===== src/rtl/core/frpt_pkg.sv =====
`timescale 1ns / 1ps
// Shared constants and types for the frame-relative pose transform unit.
// Depends on nothing; every other file in rtl/core imports it.

package frpt_pkg;

  // Frame table geometry.
  localparam int MAX_FRAMES = 16;
  localparam int FRAME_W    = $clog2(MAX_FRAMES);
  localparam int COUNT_W    = FRAME_W + 1;
  localparam int REQ_W      = 8;
  localparam int CMP_W      = (COUNT_W > REQ_W) ? COUNT_W : REQ_W;
  localparam int FRAME_OUT_W = 4;

  // Angle quantization ahead of the sine evaluation.
  localparam int TRIG_TABLE_BITS = 12;
  localparam int TRIG_SHIFT      = 16 - TRIG_TABLE_BITS;

  // Polynomial sine constants, Q14 domain.
  localparam logic [15:0] QUARTER_TURN = 16'd16384;
  localparam logic [15:0] SIN_C1       = 16'd2320;
  localparam logic [15:0] SIN_C2       = 16'd21024;
  localparam logic [15:0] SIN_C3       = 16'd51472;
  localparam logic [15:0] SIN_MAX      = 16'd32767;

  // One frame origin as held in the table.
  typedef struct packed {
    logic [31:0] x;
    logic [31:0] y;
    logic [15:0] angle;
  } origin_t;

endpackage


===== src/rtl/core/frpt_trig.sv =====
`timescale 1ns / 1ps
// Sine and cosine of a binary angle in Q1.15, two lanes in parallel.
// Each lane runs the polynomial over four multiply steps. Depends on frpt_pkg.

module frpt_trig (
  input  logic               clk_i,
  input  logic               rst_ni,
  input  logic               start_i,
  input  logic [15:0]        angle_i,
  output logic               done_o,
  output logic signed [15:0] sin_o,
  output logic signed [15:0] cos_o
);
  import frpt_pkg::*;

  logic [15:0] lane_ang [2];
  logic [14:0] fold_z   [2];
  logic [15:0] op_a     [2];
  logic [15:0] op_b     [2];
  logic [31:0] prod     [2];
  logic [15:0] mag      [2];
  logic signed [15:0] res [2];

  logic [14:0] z_q   [2];
  logic        neg_q [2];
  logic [15:0] z2_q  [2];
  logic [15:0] acc_q [2];
  logic [1:0]  ph_q;
  logic        run_q;
  logic        done_q;

  // Lane 0 evaluates sine, lane 1 evaluates sine a quarter turn later.
  assign lane_ang[0] = angle_i;
  assign lane_ang[1] = angle_i + QUARTER_TURN;

  // Fold into the first quadrant and pick multiplier operands per step.
  always_comb begin
    for (int l = 0; l < 2; l++) begin
      fold_z[l] = lane_ang[l][14] ? 15'(15'd16384 - {1'b0, lane_ang[l][13:0]})
                                  : {1'b0, lane_ang[l][13:0]};
      case (ph_q)
        2'd0: begin
          op_a[l] = {1'b0, z_q[l]};
          op_b[l] = {1'b0, z_q[l]};
        end
        2'd1: begin
          op_a[l] = SIN_C1;
          op_b[l] = acc_q[l];
        end
        2'd2: begin
          op_a[l] = SIN_C2 - acc_q[l];
          op_b[l] = z2_q[l];
        end
        2'd3: begin
          op_a[l] = {1'b0, z_q[l]};
          op_b[l] = SIN_C3 - acc_q[l];
        end
        default: begin
          op_a[l] = {1'b0, z_q[l]};
          op_b[l] = {1'b0, z_q[l]};
        end
      endcase
      prod[l] = op_a[l] * op_b[l];
      mag[l]  = (acc_q[l] > SIN_MAX) ? SIN_MAX : acc_q[l];
      res[l]  = neg_q[l] ? -$signed(mag[l]) : $signed(mag[l]);
    end
  end

  // Step sequencer.
  always_ff @(posedge clk_i or negedge rst_ni) begin
    if (!rst_ni) begin
      ph_q   <= 2'd0;
      run_q  <= 1'b0;
      done_q <= 1'b0;
    end else begin
      done_q <= run_q && (ph_q == 2'd3);
      if (start_i) begin
        ph_q  <= 2'd0;
        run_q <= 1'b1;
      end else if (run_q) begin
        ph_q <= ph_q + 2'd1;
        if (ph_q == 2'd3) begin
          run_q <= 1'b0;
        end
      end
    end
  end

  // Lane datapath: load the folded angle, then keep each scaled product.
  always_ff @(posedge clk_i) begin
    for (int l = 0; l < 2; l++) begin
      if (start_i) begin
        z_q[l]   <= fold_z[l];
        neg_q[l] <= lane_ang[l][15];
      end else if (run_q) begin
        acc_q[l] <= prod[l][29:14];
        if (ph_q == 2'd0) begin
          z2_q[l] <= prod[l][29:14];
        end
      end
    end
  end

  assign done_o = done_q;
  assign sin_o  = res[0];
  assign cos_o  = res[1];

endmodule

===== config.mk =====
export PLATFORM = sky130hd
export DESIGN_NAME = frpt_trig
export DESIGN_NICKNAME = d
export VERILOG_FILES = /design/src/rtl/core/frpt_pkg.sv /design/src/rtl/core/frpt_trig.sv
export SDC_FILE = /design/constraint.sdc
export NUM_CORES = 1
export LEC_CHECK = 0
export BUFFER_PORTS_ARGS = -buffer_cell sky130_fd_sc_hd__buf_2
export CAP_MARGIN = 5
export CORE_UTILIZATION = 50
export CTS_BUF_LIST = sky130_fd_sc_hd__clkbuf_8
export CTS_CLUSTER_SIZE = 40
export DETAILED_ROUTE_END_ITERATION = 12
export GPL_TIMING_DRIVEN = 0
export HOLD_SLACK_MARGIN = 0.12
export PLACE_DENSITY_LB_ADDON = 0.1
export SYNTH_ARGS = -nofsm -noshare
export SYNTH_HDL_FRONTEND = slang
export SYNTH_SLANG_ARGS = --single-unit

===== constraint.sdc =====
create_clock -name clk_i -period 9.95 [get_ports clk_i]
set_clock_uncertainty 0.1 [all_clocks]
set_input_delay 0.4975 -clock clk_i [delete_from_list [all_inputs] [get_ports clk_i]]
set_output_delay 0.4975 -clock clk_i [all_outputs]
set_load 0.02 [all_outputs]

==> metrics list, run 1 <==
- CTS Buf Count: 9
* Die height: 213 um
- The worst setup path is of the register to register kind.
* Initial core utilization: 50.7%
- In the synthesized netlist the dominant register cell turns out to be edfxtp_1.
- TritonCTS built the clock tree.
- Required @ worst endpoint: 9890 ps
- The core region is 44100 um^2.
* Number of vias after detailed routing: 17.9k
* Number of nets still failing antenna checks after routing: 0
* Clock insertion delay at the later pin of the skew report: 390 ps
- The worst pin sits at a relative slew slack of 19.8%.
- The max-slew violation count was 0.
- Port buffer count: 51
- H-Tree Level Count: 3
- Layout area overhead: 6.02%
- The share of the Yosys chip area taken by registers is 13.2%.
* Final critical path time including I/O delays and setup: 9610 ps
- After the flow finishes, the layout carries non-filler instances totaling 3180.
- The congestion estimate from routability-driven global placement came to 0.958.
* Largest family of logic cells by synthesized area: adder cells
- Drt wl/cell: 21.1 um
- Setup repair after global routing left no endpoint under its margin.
- Number of nets in the layout: 3176
* CTS clock-pin slew for the worst setup and hold paths: 100 ps
- Number of cells traversed by the worst register-to-register path: 29
- On the worst path, the slowest cell contributes a delay of 610 ps.
- Gate count after technology mapping: 2518
* Final Setup Violations: 0
* Global router's overall resource usage: 31.1%
- Min-Delay Path Class: primary input to register
- Number of enable-type register cells in the synthesized netlist: 95
* Standard-cell row count: 77
* Post-synthesis adder-cell area fraction: 45.1%
* Run status: finished clean
* Yosys synthesis warning count: 0
- The total overflow left after global routing is 0.
- Vias per cell: 5.62
- Placed cell count: 3162
* Max Clk Rate: 0.104 GHz
- Registers take 2950 um^2.
* FF-to-FF setup slack: 340 ps
* Num Clock Sinks: 99
- In this run the most critical hold path is launched from angle_i[15].
- Die X-Extent: 213 um
- The initial antenna violation count is 0.
* Share of the clock period used by the worst path: 96.6%
* Number of top-level pins: 52
* Number of max-cap violations: 0
- Of the total synthesized cell area, the portion taken by AND, OR, NAND and NOR gates is 16.1%.
- Wires add up to 66900 um.
- Hold Path Sink: neg_q[0][0]$_DFFE_PP_
* Number of hold violations in the final report: 0
- Top library cells by usage in the layout, fill and taps aside: 481 x inv_1, 402 x nand2_1, 384 x fa_1, 191 x ha_1, 135 x and2_1
* Number of filler cells placed in the layout: 4241
* Post-synthesis compound-gate area fraction: 10.2%
* Slew of the pin with the lowest slew margin: 1190 ps
- Async SR Flop Fraction: 4.04%
- In this run the cell area of the synthesized design comes to 22400 um^2.
- For this block, the initial DRC count from the detailed router was 1428.
- Cells on Worst Hold Path: 1
* First drt pass iteration count: 10
- Summed over all nets, the half-perimeter wirelength after detailed placement is 55900 um.
* Number of distinct library cells after synthesis: 73
- The longest clock path from root to sink contains 2 buffers.
- The worst register-to-register path begins at ph_q[1]$_DFFE_PN0P_.
* Share of the synthesized netlist area taken by xor and xnor gates: 4.55%
* Root buffer selected by CTS: clkbuf_8
* Vias in the first global route: 18.9k
* First-pass GRT wire length: 106000 um
- Flip-flop and latch count after synthesis: 99
- Area enclosed by the die boundary: 45600 um^2
- Capturing point of the worst reg2reg path: z2_q[0][6]$_DFFE_PP_
* DRC Markers: 0
- Slowest stage cell, crit path: clkbuf_1
* CP Launch Type: register
* Avg Cell Area, Syn: 8.88 um^2
* Layout cells sized above 1: 5.03%
- Measured against the total synthesized area, the mux share comes to 0.616%.
* Multi-input logic area: 17200 um^2
* Data arrival time at the worst-slack endpoint: 9560 ps
- Most common cell after layout, fill and taps aside: inv_1
* Peak fanout along the critical path: 10
- Kind of capture point of the worst setup path: register
- Pin count of the biggest net entering global routing: 36
* Net Count, Synth: 3112
## Yosys cell counts (4+ instances only)
master	count	area share (%)
nor2_1	116	1.9
inv_1	481	8.1
a2bb2oi_1	5	0.20
o311ai_0	10	0.39
nand2b_1	19	0.53
a21o_1	29	0.97
xnor2_1	79	3.1
o21ai_0	55	1.2
o21a_1	21	0.71
or2b_1	4	0.13
nand4_1	7	0.20
a221oi_1	14	0.55
nor2b_1	14	0.39
or3_1	14	0.39
buf_1	4	0.067
clkbuf_1	121	2.0
xor2_1	32	1.3
a222oi_1	7	0.31
o31ai_1	4	0.13
a211oi_1	11	0.37
nand2_1	402	6.8
o21bai_1	5	0.17
and2_1	136	3.8
a21boi_0	6	0.20
a22oi_1	8	0.27
fa_1	384	34
mux2_2	6	0.30
or2_2	8	0.22
a22o_1	10	0.39
dfrtp_1	4	0.45
o211ai_1	4	0.13
nor4_1	11	0.31
mux2i_1	7	0.31
a31oi_1	9	0.25
nand3_1	9	0.20
nor3_1	16	0.36
edfxtp_1	95	13
a21oi_1	73	1.6
o21ai_1	9	0.20
ha_1	191	11
a221o_1	12	0.54
and3_1	4	0.11
## through the flow
step	setup slack, ps	cell area, um^2	TNS, ps	util (%)	hold slack [ps]
floorplan	2180	22400	0	-	102
global placement	-590	23300	-6040	52.9	212
detailed placement	-759	23400	-11140	53.0	214
CTS	27.1	23700	0	53.6	186
global route	0.00888	23700	0	53.7	192
finish	335	23700	0	53.7	202
## routing by layer
layer  routed length [um]  share of wire, %  global-route usage (%)  vias to the layer above
met5                    0                 0                       0                        -
met3                 3380               5.0                    3.10                      138
li1                     -                 -                       -                     8057
met4                 3160               4.7                    13.0                        0
met1                27000                40                    39.0                     9047
met2                33400                50                    54.7                      645
## logic make-up (layout without fill, tap and decap cells)
group,after synthesis,in the layout
AOI/OAI and AO/OA,329,329
xor gates and xnor gates,113,113
adders and majority gates,575,575
buffers and inverters,610,679
DFF,99,99
muxes,13,13
other,0,1
and+or+nand+nor,779,779
## registers in the layout, indices dropped and copies added (netlist names)
name	flops
done_o	1
z_q	29
z2_q	32
neg_q	2
ph_q	2
run_q	1
acc_q	32
## critical path, delay by kind of cell (launching register included)
| kind | cells | cell delay (ps) |
|---|---|---|
| flip-flops | 1 | 430 |
| adder cells (fa/ha/maj) | 8 | 3690 |
| multiplexers | 1 | 230 |
| AND/OR/NAND/NOR | 2 | 320 |
| buffers and inverters | 9 | 2030 |
| AO/OA/AOI/OAI | 9 | 2470 |
## repair_timing
item	in CTS	in global routing
resized for setup	14	35
endpoints found under the hold margin	4	0
buffers inserted	0	0
pin swaps	0	0
setup endpoints to repair	36	42
cloned	0	0
hold buffers	1	0
## worst max path at each step
stage / start / cells past startpoint / endpoint / slack (ps)
floorplan: ph_q[0]$_DFFE_PN0P_ / 29 / acc_q[0][15]$_DFFE_PP_ / 2180
global placement: ph_q[0]$_DFFE_PN0P_ / 30 / acc_q[0][6]$_DFFE_PP_ / -590
detailed placement: ph_q[0]$_DFFE_PN0P_ / 30 / acc_q[0][6]$_DFFE_PP_ / -760
CTS: ph_q[0]$_DFFE_PN0P_ / 31 / acc_q[0][25]$_DFFE_PP_ / 30
global route: acc_q[0][3]$_DFFE_PP_ / 29 / z2_q[0][6]$_DFFE_PP_ / 0.009
finish: ph_q[1]$_DFFE_PN0P_ / 29 / z2_q[0][6]$_DFFE_PP_ / 340
## cell type report
type | count | area share (%)
multi-input combinational | 1809 | 72.5
sequential | 99 | 12.5
inverter | 481 | 7.62
tap | 592 | 3.13
buffer | 129 | 2.18
timing repair buffer | 53 | 1.20
clock buffer | 9 | 0.523
clock inverter | 7 | 0.380
antenna | 1 | 0.0106
Power of run 1 is not shown: default switching activity piles up to over one toggle a cycle in this logic, so the estimate is an artifact.
==> run 2: changes to the inputs <==
--- a/config.mk
+++ b/config.mk
@@ -7,9 +7,8 @@
 export LEC_CHECK = 0
 export BUFFER_PORTS_ARGS = -buffer_cell sky130_fd_sc_hd__buf_2
 export CAP_MARGIN = 5
-export CORE_UTILIZATION = 50
+export CORE_UTILIZATION = 64
 export CTS_BUF_LIST = sky130_fd_sc_hd__clkbuf_8
-export CTS_CLUSTER_SIZE = 40
 export DETAILED_ROUTE_END_ITERATION = 12
 export GPL_TIMING_DRIVEN = 0
 export HOLD_SLACK_MARGIN = 0.12
==> metrics list, run 2 (synthesis results as in run 1) <==
- The run finished with clean final reports.
- After detailed routing, the number of vias per cell comes to 6.03.
* Standard-cell row count: 68
* CP Launch Type: register
* Layout area overhead: 4.94%
- Top library cells by usage in the layout, fill and taps aside: 482 x inv_1, 402 x nand2_1, 384 x fa_1, 191 x ha_1, 135 x and2_1
* Longest Clk Path Bufs: 2
* First-pass GRT wire length: 103000 um
* Setup repair bufs after CTS: 0
* Number of nets in the layout: 3176
- At the later pin of the worst-skew pair, clock insertion delay measures 400 ps.
- Summed over all layers, the routed wires come to 65300 um.
* Port buffer count: 51
* Number of nets still failing antenna checks after routing: 0
- Of the cells placed in the final design, the portion with a size suffix greater than 1 is 4.48%.
- Worst slew slack as a fraction of its limit: 20.4%
- Antenna violations before repair: 0
* Final critical path time including I/O delays and setup: 9660 ps
* Post-DP HPWL: 54200 um
- Kind of capture point of the worst setup path: register
- Pin count of the biggest net entering global routing: 36
* Drt wl/cell: 21.5 um
- Counting stages on the worst path, the most repeated cell is inv_1.
- The final hold violation count came to 0.
* Slowest stage cell, crit path: clkbuf_1
- In the routed design, unresolved DRC markers number 0.
* Total gr overflow: 0
- Setup violations remaining at the end of the flow were counted as 0.
- Final number of max-transition violations: 0
- Clock tree synthesis selected as its root buffer the cell clkbuf_8.
* Initial core utilization: 64.9%
* FF-to-FF setup slack: 290 ps
* CTS clock-pin slew for the worst setup and hold paths: 110 ps
* Die X-Extent: 189 um
- The detailed router finished its first iteration with 1727 violations.
- Clock tree synthesis found a total of 99 sinks.
- For the worst setup path, the data required time is 9910 ps.
- Cells on Worst Hold Path: 1
- Timing would allow up to 0.104 GHz.
- CTS tree: yes
- The startpoint identified for the worst hold timing path is angle_i[0].
- First drt pass iteration count: 5
- Vias in the first global route: 18.8k
- Capturing point of the worst reg2reg path: z2_q[0][6]$_DFFE_PP_
- Global router's overall resource usage: 38.2%
- Reg2reg start: ph_q[0]$_DFFE_PN0P_
* Die height: 189 um
- The path class of the tightest hold or removal check is primary input to register.
* Final weighted congestion in routability-driven placement: 0.982
- After routing, the total negative slack on setup checks comes to 0 ps.
- H-Tree Level Count: 3
- CTS Buf Count: 9
- Peak fanout along the critical path: 10
- Leading registers by flop count: acc_q: 32 flops, z2_q: 32 flops, z_q: 29 flops
- During I/O placement, the number of pins put on the boundary was 52.
- Max-cap violations in this run came to 0.
* Start-to-end type of the worst setup path: register to register
- Placeable Area: 34500 um^2
- The die covers 35700 um^2.
- The worst hold path terminates at z_q[0][15]$_DFFE_PP_.
* Slew of the pin with the lowest slew margin: 1180 ps
- Share of the clock period used by the worst path: 97.0%
* Number of cells traversed by the worst register-to-register path: 29
* Number of vias after detailed routing: 18.3k
* Unrepaired setup endpoints after global routing: no
- Most common cell after layout, fill and taps aside: inv_1
* Largest stage delay on the critical path: 580 ps
- Data arrival time at the worst-slack endpoint: 9620 ps
-- run 2: routing by layer --
metal / up-vias / share of wire, % / GRT usage, %
li1: 8052 / - / -
met1: 9169 / 38 / 48.3
met2: 916 / 49 / 65.3
met3: 204 / 7.2 / 4.80
met4: 0 / 5.8 / 18.5
met5: - / 0 / 0
-- run 2: critical path, delay by kind of cell, from the launching register on --
kind	cells	cell delay, ps
AO/OA/AOI/OAI	8	2370
adder cells (fa/ha/maj)	8	3580
buffers and inverters	11	2390
flip-flops	1	470
multiplexers	1	230
AND/OR/NAND/NOR	1	170
-- run 2: layout make-up --
cell class                      count  area [um^2]
Multi-Input combinational cell   1809        17200
Antenna cell                        1         2.50
Fill cell                        2811        11000
Inverter                          481         1810
Clock inverter                      7         48.8
Sequential cell                    99         2950
Timing Repair Buffer               53          293
Tap cell                          455          569
Buffer                            129          503
Clock buffer                        9          124
-- run 2: repair_timing --
action	4_1_cts	5_1_grt
gates resized for setup	6	17
hold endpoints to repair	4	0
cloned	0	0
endpoints found under the setup margin	20	46
hold buffers	1	0
-- run 2: worst max-delay path by stage --
stage / startpoint / endpoint / slack [ps] / depth (start not counted)
after floorplan: ph_q[0]$_DFFE_PN0P_ / acc_q[0][15]$_DFFE_PP_ / 2180 / 29
after global routing: ph_q[0]$_DFFE_PN0P_ / z2_q[0][6]$_DFFE_PP_ / 20 / 30
after global placement: ph_q[0]$_DFFE_PN0P_ / acc_q[0][6]$_DFFE_PP_ / -390 / 30
after detailed placement: ph_q[0]$_DFFE_PN0P_ / acc_q[0][6]$_DFFE_PP_ / -500 / 30
final: ph_q[0]$_DFFE_PN0P_ / z2_q[0][6]$_DFFE_PP_ / 290 / 29
after CTS: ph_q[0]$_DFFE_PN0P_ / z2_q[0][25]$_DFFE_PP_ / 7 / 30
-- run 2: metrics by stage --
stage	cells	hold WS, ps	utilization, %	setup WS, ps	cell area [um^2]
finish	3043	206	68.1	294	23500
global route	3042	184	68.1	16.6	23500
CTS	3042	195	68.0	6.51	23400
detailed placement	3025	219	67.4	-496	23200
global placement	3024	219	67.3	-388	23200
floorplan	2518	102	-	2180	22400
Power of run 2 is left out for the same reason.
